`src/sv/lidar_packet_point_decoder_macros.svh`:
```
// Assertion macros shared by the decoder modules
`ifndef LIDAR_PACKET_POINT_DECODER_MACROS_SVH
`define LIDAR_PACKET_POINT_DECODER_MACROS_SVH

// Implication checked at every clock edge outside reset
`define LPPD_ASSERT_IMPL(label, ante, cons) \
	label: assert property (@(posedge clk) disable iff (!arst_n) (ante) |-> (cons)) \
		else $error("assertion failed");

// Implication whose consequent is checked in the cycle after the antecedent
`define LPPD_ASSERT_NEXT(label, ante, cons) \
	label: assert property (@(posedge clk) disable iff (!arst_n) (ante) |=> (cons)) \
		else $error("assertion failed");

`endif

```
`src/sv/lppd_pkg.sv`:
```
`default_nettype none
package lppd_pkg;
	localparam logic [7:0]  HDR_BYTE0   = 8'hA5;
	localparam logic [7:0]  HDR_BYTE1   = 8'h5A;
	localparam logic [21:0] RPM_NUMER   = 22'd2500000;
	localparam logic [16:0] FULL_TURN   = 17'd36000;
	localparam logic [10:0] PACKET_SPAN = 11'd1500;
	localparam logic [10:0] SCAN_V1     = 11'd1008;
	localparam logic [10:0] SCAN_V2     = 11'd1680;
	localparam logic [7:0]  PTS_V1      = 8'd42;
	localparam logic [7:0]  PTS_V2      = 8'd70;
	localparam logic [1:0]  REG_LAYOUT  = 2'd0;
	localparam logic [1:0]  REG_MIN     = 2'd1;
	localparam logic [1:0]  REG_MAX     = 2'd2;

	// Controller states
	typedef enum logic [6:0] {
		ST_RECV  = 7'b0000001,
		ST_DIV   = 7'b0000010,
		ST_READ  = 7'b0000100,
		ST_ANG   = 7'b0001000,
		ST_SLOT  = 7'b0010000,
		ST_OUT   = 7'b0100000,
		ST_CLOSE = 7'b1000000
	} state_t;

	// Controller to datapath commands
	typedef struct packed {
		logic accept;     // byte taken this cycle
		logic start;      // packet closed with good header
		logic div_step;   // one step of the shared divider
		logic rd;         // issue a store read
		logic ang_start;  // start angle division
		logic slot_load;  // latch slot (second when slot_sel)
		logic slot_sel;
		logic out_load;   // move assembled result to output register
		logic idx_inc;
	} cmd_t;

	// Datapath to controller status
	typedef struct packed {
		logic good_end;   // final byte of packet with good header
		logic div_done;
		logic idx_valid;  // current point index below count
		logic pair_last;  // this result is the packet's last
	} sts_t;
endpackage
`default_nettype wire

```
`src/sv/lidar_packet_point_decoder.sv`:
```
`default_nettype none
// Lidar packet point decoder. Takes one packet byte per cycle while receiving;
// after the final byte of a packet with a good A5 5A header it leaves intake
// for a closing state and a 22-step bit-serial rpm division, then handles each
// point with a store read, a 23-step angle division on the shared divider and
// a slot load, and emits points two per output transaction, holding while the
// output is stalled. Intake resumes the cycle after the last transaction of
// the packet is loaded. Packets with a bad header give no output and never
// leave intake.
module lidar_packet_point_decoder
	import lppd_pkg::*;
#(
	parameter int MAX_PACKET_POINTS = 70
) (
	input  wire logic        clk,
	input  wire logic        arst_n,
	input  wire logic        s_axis_tvalid,
	output logic             s_axis_tready,
	input  wire logic [7:0]  s_axis_tdata,  // data_byte
	input  wire logic        s_axis_tlast,  // packet_end
	output logic             m_axis_tvalid,
	input  wire logic        m_axis_tready,
	// first_range, first_strong, first_angle, first_present, second_range,
	// second_strong, second_angle, second_present, motor_rpm, rpm_present,
	// scan_complete, zero fill
	output logic [95:0]      m_axis_tdata,
	output logic             m_axis_tlast,  // last
	input  wire logic        cfg_we,
	input  wire logic [1:0]  cfg_index,
	input  wire logic [15:0] cfg_data
);
	cmd_t cmd;
	sts_t sts;
	logic [90:0] od;

	lppd_ctrl u_ctrl (
		.clk(clk), .arst_n(arst_n), .in_tvalid(s_axis_tvalid), .in_tready(s_axis_tready),
		.out_tready(m_axis_tready), .out_tvalid(m_axis_tvalid), .sts(sts), .cmd(cmd)
	);

	lppd_dp #(.MAX_PACKET_POINTS(MAX_PACKET_POINTS)) u_dp (
		.clk(clk), .arst_n(arst_n), .cmd(cmd), .sts(sts), .data_byte(s_axis_tdata),
		.packet_end(s_axis_tlast), .cfg_we(cfg_we), .cfg_index(cfg_index),
		.cfg_data(cfg_data), .out_data(od)
	);

	assign m_axis_tdata = {6'd0, od[89:0]};
	assign m_axis_tlast = od[90];
endmodule
`default_nettype wire

```
`src/sv/lppd_ram.sv`:
```
`default_nettype none
module lppd_ram #(
	parameter int WIDTH = 16,
	parameter int DEPTH = 70
) (
	input  wire logic                     clk,
	input  wire logic                     we,
	input  wire logic [$clog2(DEPTH)-1:0] waddr,
	input  wire logic [WIDTH-1:0]         wdata,
	input  wire logic [$clog2(DEPTH)-1:0] raddr,
	output logic      [WIDTH-1:0]         rdata
);
	logic [WIDTH-1:0] mem_q [DEPTH];

	// One write port, registered read
	always_ff @(posedge clk) begin
		if (we) mem_q[waddr] <= wdata;
		rdata <= mem_q[raddr];
	end
endmodule
`default_nettype wire

```
`src/sv/lppd_ctrl.sv`:
```
`default_nettype none
module lppd_ctrl
	import lppd_pkg::*;
(
	input  wire logic clk,
	input  wire logic arst_n,
	input  wire logic in_tvalid,
	output logic      in_tready,
	input  wire logic out_tready,
	output logic      out_tvalid,
	input  wire sts_t sts,
	output cmd_t      cmd
);
	`include "lidar_packet_point_decoder_macros.svh"

	state_t state_q, state_d;
	logic   valid_q;
	logic   half_q;   // 0: filling first slot, 1: second

	always_comb begin
		cmd = '0;
		state_d = state_q;
		in_tready = (state_q == ST_RECV);
		cmd.accept = in_tready && in_tvalid;
		cmd.slot_sel = half_q;
		case (state_q)
			ST_RECV: begin
				if (cmd.accept && sts.good_end) state_d = ST_CLOSE;
			end
			// final byte has settled into the packet fields
			ST_CLOSE: begin
				cmd.start = 1'b1;
				state_d = ST_DIV;
			end
			ST_DIV: begin
				cmd.div_step = 1'b1;
				if (sts.div_done) state_d = ST_READ;
			end
			ST_READ: begin
				// wait until output register is free before starting a new pair
				if (!half_q && valid_q && !out_tready) state_d = ST_READ;
				else if (sts.idx_valid) begin
					cmd.rd = 1'b1;
					cmd.ang_start = 1'b1;
					state_d = ST_ANG;
				end else state_d = ST_OUT;
			end
			ST_ANG: begin
				cmd.div_step = 1'b1;
				if (sts.div_done) state_d = ST_SLOT;
			end
			ST_SLOT: begin
				cmd.slot_load = 1'b1;
				cmd.idx_inc = 1'b1;
				state_d = half_q ? ST_OUT : ST_READ;
			end
			ST_OUT: begin
				if (!valid_q || out_tready) begin
					cmd.out_load = 1'b1;
					state_d = sts.pair_last ? ST_RECV : ST_READ;
				end
			end
			default: state_d = ST_RECV;
		endcase
	end

	always_ff @(posedge clk or negedge arst_n) begin
		if (!arst_n) begin
			state_q <= ST_RECV;
			valid_q <= 1'b0;
			half_q  <= 1'b0;
		end else begin
			state_q <= state_d;
			if (cmd.out_load) valid_q <= 1'b1;
			else if (out_tready) valid_q <= 1'b0;
			if (cmd.start || cmd.out_load) half_q <= 1'b0;
			else if (cmd.slot_load) half_q <= ~half_q;
		end
	end

	assign out_tvalid = valid_q;

	`LPPD_ASSERT_IMPL(a_onehot, 1'b1, $onehot(state_q))
	`LPPD_ASSERT_IMPL(a_noacc, state_q != ST_RECV, !in_tready)
	`LPPD_ASSERT_NEXT(a_load, cmd.out_load, out_tvalid)
endmodule
`default_nettype wire

```
`src/sv/lppd_dp.sv`:
```
`default_nettype none
module lppd_dp
	import lppd_pkg::*;
#(
	parameter int MAX_PACKET_POINTS = 70
) (
	input  wire logic        clk,
	input  wire logic        arst_n,
	input  wire cmd_t        cmd,
	output sts_t             sts,
	input  wire logic [7:0]  data_byte,
	input  wire logic        packet_end,
	input  wire logic        cfg_we,
	input  wire logic [1:0]  cfg_index,
	input  wire logic [15:0] cfg_data,
	output logic [90:0]      out_data
);
	localparam int AW = $clog2(MAX_PACKET_POINTS);
	localparam int CW = $clog2(MAX_PACKET_POINTS + 1);
	localparam logic [7:0] CAP_L = 8'(MAX_PACKET_POINTS);

	logic [1:0]  layout_q;
	logic [15:0] min_q, max_q;
	logic [7:0]  pos_q, low_q;
	logic        hdr_q;
	logic [15:0] start_q, period_q, prev_q;
	logic [CW-1:0] nvalid_q, idx_q;
	logic [10:0] scan_q;
	logic        complete_q;

	// Layout decode
	logic        v1;
	logic [7:0]  pts, cap, deg_off, rpm_off, dat_off, dat_end;
	logic [15:0] word;
	logic        in_area, store_we;
	assign v1      = (layout_q == 2'd1);
	assign pts     = v1 ? PTS_V1 : PTS_V2;
	assign cap     = (pts < CAP_L) ? pts : CAP_L;
	assign deg_off = v1 ? 8'd2 : 8'd4;
	assign rpm_off = v1 ? 8'd4 : 8'd6;
	assign dat_off = v1 ? 8'd6 : 8'd8;
	assign dat_end = dat_off + {pts[6:0], 1'b0};
	assign word    = {low_q, data_byte};
	assign in_area = (pos_q >= dat_off) && (pos_q < dat_end) && pos_q[0] != dat_off[0];
	assign store_we = cmd.accept && pos_q != 8'd0 && in_area && word != 16'hFFFF
		&& {{(8-CW){1'b0}}, nvalid_q} < cap;

	logic hdr_next;
	assign hdr_next = (pos_q == 8'd0) ? (data_byte == HDR_BYTE0)
		: (pos_q == 8'd1) ? (hdr_q && data_byte == HDR_BYTE1) : hdr_q;
	assign sts.good_end = packet_end && pos_q != 8'd0 && hdr_next;

	// Shared restoring divider: rpm, then each point angle offset
	logic [23:0] dnum_q;   // quotient / numerator bits
	logic [16:0] drem_q;
	logic [15:0] dden_q;
	logic [4:0]  dcnt_q;
	logic [16:0] trial;
	logic [21:0] rpm_q;
	logic        rpm_phase_q;
	assign trial = {drem_q[15:0], dnum_q[23]} - {1'b0, dden_q};
	assign sts.div_done = (dcnt_q == 5'd1);

	// Store and slot assembly
	logic [15:0] rd_word;
	logic [16:0] ang_sum, ang_w;
	logic [14:0] rng;
	logic [22:0] span_prod;
	assign span_prod = 23'(PACKET_SPAN) * 23'(idx_q);
	// angle offset is below 1500, eleven quotient bits
	assign ang_sum = {1'b0, start_q} + {6'd0, dnum_q[10:0]};
	assign ang_w   = (ang_sum > FULL_TURN) ? ang_sum - FULL_TURN : ang_sum;
	assign rng = ({1'b0, rd_word[14:0]} < min_q || {1'b0, rd_word[14:0]} > max_q)
		? 15'd0 : rd_word[14:0];
	assign sts.idx_valid = idx_q < nvalid_q;
	assign sts.pair_last = !(idx_q < nvalid_q);

	lppd_ram #(.WIDTH(16), .DEPTH(MAX_PACKET_POINTS)) u_store (
		.clk(clk), .we(store_we), .waddr(nvalid_q[AW-1:0]), .wdata(word),
		.raddr(idx_q[AW-1:0]), .rdata(rd_word)
	);

	logic [11:0] scan_sum;
	assign scan_sum = {1'b0, scan_q} + {{(12-CW){1'b0}}, nvalid_q};

	always_ff @(posedge clk or negedge arst_n) begin
		if (!arst_n) begin
			layout_q <= 2'd2; min_q <= 16'd300; max_q <= 16'hFFFF;
			pos_q <= '0; low_q <= '0; hdr_q <= 1'b0;
			start_q <= '0; period_q <= '0; prev_q <= '0;
			nvalid_q <= '0; idx_q <= '0; scan_q <= '0; complete_q <= 1'b0;
			dcnt_q <= '0; rpm_phase_q <= 1'b0;
			dnum_q <= '0; drem_q <= '0; dden_q <= '0; rpm_q <= '0;
		end else begin
			if (cfg_we) begin
				case (cfg_index)
					REG_LAYOUT: layout_q <= cfg_data[1:0];
					REG_MIN:    min_q <= cfg_data;
					REG_MAX:    max_q <= cfg_data;
					default: ;
				endcase
			end
			// Byte intake
			if (cmd.accept) begin
				hdr_q <= hdr_next;
				if (pos_q == 8'd0) begin
					start_q <= '0; period_q <= '0; nvalid_q <= '0;
				end
				if (pos_q == deg_off + 8'd1) start_q <= word;
				if (pos_q == rpm_off + 8'd1) period_q <= word;
				if (store_we) nvalid_q <= nvalid_q + 1'b1;
				low_q <= data_byte;
				pos_q <= packet_end ? 8'd0 : (pos_q == 8'd255 ? pos_q : pos_q + 8'd1);
			end
			// Packet close: scan bookkeeping and rpm division start
			if (cmd.start) begin
				complete_q <= (start_q < prev_q) || (scan_sum[10:0] >= (v1 ? SCAN_V1 : SCAN_V2));
				scan_q <= ((start_q < prev_q) || (scan_sum[10:0] >= (v1 ? SCAN_V1 : SCAN_V2)))
					? 11'd0 : scan_sum[10:0];
				prev_q <= start_q;
				idx_q <= '0;
				dnum_q <= {RPM_NUMER, 2'b00};
				drem_q <= '0;
				dden_q <= period_q;
				dcnt_q <= 5'd22;
				rpm_phase_q <= 1'b1;
			end else if (cmd.ang_start) begin
				dnum_q <= {span_prod, 1'b0};
				drem_q <= '0;
				dden_q <= {{(16-CW){1'b0}}, nvalid_q};
				dcnt_q <= 5'd23;
				rpm_phase_q <= 1'b0;
			end else if (cmd.div_step && dcnt_q != 5'd0) begin
				dcnt_q <= dcnt_q - 5'd1;
				if (!trial[16]) begin
					drem_q <= trial;
					dnum_q <= {dnum_q[22:0], 1'b1};
				end else begin
					drem_q <= {drem_q[15:0], dnum_q[23]};
					dnum_q <= {dnum_q[22:0], 1'b0};
				end
			end
			if (rpm_phase_q && sts.div_done && cmd.div_step)
				rpm_q <= (period_q == 16'd0) ? 22'd0
					: {dnum_q[20:0], ~trial[16]};
			if (cmd.idx_inc) idx_q <= idx_q + 1'b1;
		end
	end

	// Output assembly (payload only)
	logic [32:0] first_q, second_q;
	always_ff @(posedge clk) begin
		if (cmd.start) begin first_q <= '0; second_q <= '0; end
		if (cmd.slot_load && !cmd.slot_sel)
			first_q <= {1'b1, ang_w[15:0], rd_word[15], rng};
		if (cmd.slot_load && cmd.slot_sel)
			second_q <= {1'b1, ang_w[15:0], rd_word[15], rng};
		if (cmd.out_load) begin
			out_data <= {sts.pair_last, sts.pair_last && complete_q,
				period_q != 16'd0, rpm_q, second_q, first_q};
			first_q <= '0; second_q <= '0;
		end
	end

	`include "lidar_packet_point_decoder_macros.svh"
	`LPPD_ASSERT_IMPL(a_cnt, 1'b1, nvalid_q <= CW'(MAX_PACKET_POINTS))
	`LPPD_ASSERT_IMPL(a_idx, cmd.rd, idx_q < nvalid_q)
	`LPPD_ASSERT_NEXT(a_pos, cmd.accept && packet_end, pos_q == 8'd0)
endmodule
`default_nettype wire
```
`config.mk`:
```
export PLATFORM = sky130hd
export DESIGN_NAME = lidar_packet_point_decoder
export DESIGN_NICKNAME = d
export VERILOG_FILES = /design/src/sv/lppd_pkg.sv /design/src/sv/lidar_packet_point_decoder.sv /design/src/sv/lppd_ram.sv /design/src/sv/lppd_ctrl.sv /design/src/sv/lppd_dp.sv
export VERILOG_INCLUDE_DIRS = /design/src /design/src/sv
export SDC_FILE = /design/constraint.sdc
export NUM_CORES = 2
export LEC_CHECK = 0
export BUFFER_PORTS_ARGS = -buffer_cell sky130_fd_sc_hd__buf_2
export CELL_PAD_IN_SITES_DETAIL_PLACEMENT = 1
export CELL_PAD_IN_SITES_GLOBAL_PLACEMENT = 1
export CORE_ASPECT_RATIO = 1.25
export CORE_MARGIN = 8
export CORE_UTILIZATION = 55
export CTS_BUF_LIST = sky130_fd_sc_hd__clkbuf_4
export DETAILED_ROUTE_END_ITERATION = 10
export GPL_ROUTABILITY_DRIVEN = 0
export PLACE_DENSITY = 0.81
export SLEW_MARGIN = 10
export SYNTH_ARGS = -nofsm -noshare
export SYNTH_HDL_FRONTEND = slang
export SYNTH_SLANG_ARGS = --single-unit
```
`constraint.sdc`:
```
create_clock -name clk -period 7.5 [get_ports clk]
set_input_delay 1.875 -clock clk [delete_from_list [all_inputs] [get_ports clk]]
set_output_delay 1.875 -clock clk [all_outputs]
set_load 0.02 [all_outputs]
```
==> impl_metrics.py <==
metrics = {
    "yosys": {
        "yosys_warnings": 0,
        "ys_seq_area_frac": 0.702,
        "synth_cells": 3520,
        "synth-simple-area-share": 0.0449,
        "synthesis.area_um2": 62000,
        "ys.flop_type": "edfxtp_1",
        "synth_edf_count": 1211,
        "synth_top_family_by_area": "multiplexers",
        "synth_xor_area_frac": 0.00945,
        "synth.avg_cell_area_um2": 17.6,
        "synth_compound_area_frac": 0.0469,
        "synth-seq-cells": 1511,
        "muxShareOfSynthArea": 0.141,
        "synth.distinct_cells": 80,
        "synth-adder-area-share": 0.0363,
        "async_flop_share": 0.144,
    },
    "pwr": {
        "power_frac_clock": 0.408,
        "p_comb_frac": 0.037,
        "pwr-share-seq": 0.555,
        "cellInternalPower_mw": 12.8,
        "switching_share": 0.232,
        "power_density_nw_per_um2": 241,
        "leakagePower_nw": 24.8,
        "ir_drop_mv": 0.253,
        "power.switching_mw": 3.87,
    },
    "clocking": {
        "clk_latency_ns": 1.30,
        "post_cts_buffers": 0,
        "cts_tree": "done",
        "clk_pin_slew_ns": 0.07,
        "cts_buffer_depth": 4,
        "clock_sinks": 1511,
        "cts_made_buffers": 375,
        "ctsRootBufferMaster": "clkbuf_4",
        "postCtsHoldBufs": 0,
        "ctsResizeCount": 0,
        "htreeDepth": 5,
    },
    "critical_path": {
        "path_common_cell": "nor2_1",
        "critPathLaunchType": "flip-flop",
        "worst-setup-path-type": "reg2reg",
        "critPathCaptureType": "flip-flop",
        "cp_max_fo": 16,
        "critPathSlowestCell": "nor2_1",
        "cp_data_required_time_ns": 8.36,
        "worstPathArrival_ns": 6.22,
        "worstPathCellList": "nand2b_1, inv_1, ha_1, a21oi_1, nor2b_1, o31a_1, o21ai_0, o2111ai_2, nor2_1, nand3_1, nor2_1",
        "critPathMaxStageDelay_ns": 1.24,
    },
    "sta": {
        "clock_skew_ns": 0.0874,
        "slew_headroom": 0.158,
        "period_needed_ns": 5.35,
        "fin_crit_sh": 0.714,
        "fmax_ghz": 0.187,
        "fin_tns_setup_ns": 0,
        "drv_slew": 0,
        "setup_viol": 0,
        "rsz0062_at_grt": "false",
        "worst_pin_slew_ns": 1.26,
        "finalHoldViolations": 0,
        "whs_ns": 0.417,
    },
    "detailed_routing": {
        "avgViaCountPerCell": 6.16,
        "vias": 35300,
        "drt-initial-drc-count": 3181,
        "drtAntennaViolNets": 0,
        "first_pass_iters": 5,
        "wl_um": 164000,
        "wl_per_cell_um": 28.7,
        "drc": 0,
    },
    "grt": {
        "grt_max_degree": 157,
        "grt_usage": 0.268,
        "grt_pass1_vias": 38000,
        "met2_usage": 0.455,
        "gr-total-overflow": 0,
        "antenna_found_initial": 5,
        "use_met3": 0.0628,
        "grt_pass1_wl_um": 245000,
        "groute.layer.met1.usage": 0.321,
        "grt.busiest_layer": "met2",
    },
    "floorplan": {
        "dieArea_um2": 124000,
        "die_w_um": 316,
        "core_um2": 112000,
        "io_pins": 131,
        "row_count": 137,
        "die_h_um": 391,
        "initial_core_util": 0.554,
    },
    "finish": {
        "final_design_area_no_fill_um2": 69400,
        "final_layout_size_suffix_gt1_frac": 0.294,
        "final_cell_mix": "edfxtp_1, clkbuf_4, mux4_2, nand2_1, dfrtp_1",
        "nNetsFinal": 4171,
        "syn_to_final_growth_pct": 12.0,
        "layout_commonest_cell": "edfxtp_1",
        "final_util": 0.621,
    },
    "placement": {
        "hpwl_um": 99600,
        "port_buffers": 124,
        "dpl-instance-area_um2": 64700,
    },
    "run": {
        "cap_violations": 0,
    },
    "min_path": {
        "hp-class": "reg2reg",
    },
    "run_status": {
        "status": "finished clean",
    },
}
per-layer routing:
layer | wire (um) | vias to the layer above
met5 | 0 | -
met4 | 8170 | 0
met3 | 12500 | 379
met2 | 83900 | 1716
met1 | 59800 | 18200
li1 | - | 14900
cells in the mapped netlist (all sizes together), types with 4 or more instances:
| master | number | area [um^2] |
|---|---|---|
| o21bai | 9 | 67.6 |
| a211oi | 6 | 50.1 |
| and3 | 9 | 56.3 |
| nor4 | 10 | 83.8 |
| nand3b | 4 | 30.0 |
| clkbuf | 106 | 398 |
| nor2b | 15 | 93.8 |
| dfxtp | 82 | 1640 |
| a31oi | 19 | 119 |
| nor3 | 35 | 195 |
| a22o | 78 | 683 |
| fa | 23 | 460 |
| inv | 141 | 529 |
| or3 | 16 | 110 |
| dfstp | 22 | 578 |
| a311oi | 10 | 105 |
| mux2 | 42 | 473 |
| mux4 | 352 | 7930 |
| xor2 | 22 | 193 |
| o21a | 11 | 82.6 |
| nand3 | 48 | 253 |
| nand4 | 20 | 125 |
| a21oi | 71 | 359 |
| and2 | 5 | 31.3 |
| or2 | 5 | 33.8 |
| nand2b | 14 | 87.6 |
| nor2 | 162 | 613 |
| xnor2 | 44 | 393 |
| dfrtp | 196 | 4900 |
| a211o | 5 | 43.8 |
| a21o | 33 | 248 |
| edfxtp | 1211 | 36400 |
| a2111oi | 7 | 80.1 |
| ha | 143 | 1790 |
| o31ai | 13 | 97.6 |
| o21ai | 144 | 728 |
| mux2i | 33 | 330 |
| or4 | 5 | 37.5 |
| nand2 | 258 | 968 |
| buf | 56 | 287 |
layout make-up:
type,instances,area (um^2)
Timing Repair Buffer,233,1500
Sequential cell,1511,43500
Clock buffer,523,3930
Tap cell,1459,1830
Fill cell,10000,42400
Antenna cell,9,22.5
Clock inverter,140,728
Multi-Input combinational cell,1711,17300
Inverter,141,529
metrics by stage:
step	setup WS, ns	cells	power [mW]
6_report	2.15	5727	16.7
5_1_grt	1.91	5724	17.3
4_1_cts	2.03	5718	16.9
3_5_place_dp	1.34	5055	10.1
3_3_place_gp	1.47	5055	10.0
2_1_floorplan	1.84	3525	9.75
flip-flops by register name, indices dropped and copies added (netlist names), 7 cells and up:
signal and cells:
u_dp.second_q 33, u_dp.max_q 16, u_dp.u_store.rdata 16, u_dp.dnum_q 24
u_dp.out_data 91, u_dp.first_q 33, u_dp.period_q 16, u_dp.prev_q 16
u_dp.min_q 16, u_dp.idx_q 7, u_dp.rpm_q 22, u_dp.pos_q 8
u_dp.low_q 8, u_dp.drem_q 16, u_dp.nvalid_q 7, u_dp.start_q 16
u_dp.dden_q 16, u_dp.scan_q 11, u_ctrl.state_q 7, u_dp.u_store.mem_q 1120
logic make-up after synthesis:
family          count (synthesis)
flops                        1511
buf+inv                       303
simple gates                  614
xor+xnor                       66
mux                           427
other cells                     1
fa+ha+maj                     166
compound gates                432
critical path, delay by kind of cell, from the launching register on:
family	cells	cell delay, ns
AO/OA/AOI/OAI	4	0.85
adder cells (fa/ha/maj)	1	0.35
buffers and inverters	1	0.32
flip-flops	1	0.53
AND/OR/NAND/NOR	5	2.87
power groups by stage:
stage | logic [mW] | registers, mW | clock network (mW)
after floorplan | 0.323 | 9.43 | 0
after global placement | 0.582 | 9.45 | 0
after detailed placement | 0.616 | 9.45 | 0
after CTS | 0.621 | 9.27 | 6.98
after global routing | 0.673 | 9.28 | 7.35
final | 0.615 | 9.27 | 6.82
path summary, 6_finish.rpt:
kind	startpoint	to	slack (ns)	cells past startpoint
setup / recovery	u_dp.layout_q[1]	u_dp.u_store.mem_q[26][1]	2.15	11
hold / removal	u_dp.second_q[28]	u_dp.out_data[61]	0.42	0
setup reg to reg	u_dp.layout_q[1]	u_dp.u_store.mem_q[26][1]	2.15	11
hold reg to reg	u_dp.second_q[28]	u_dp.out_data[61]	0.42	0
max in group asynchronous	arst_n	u_dp.low_q[7]	5.57	2
min in group asynchronous	arst_n	u_dp.min_q[13]	0.55	1
Power figures use the tool's default switching activity.
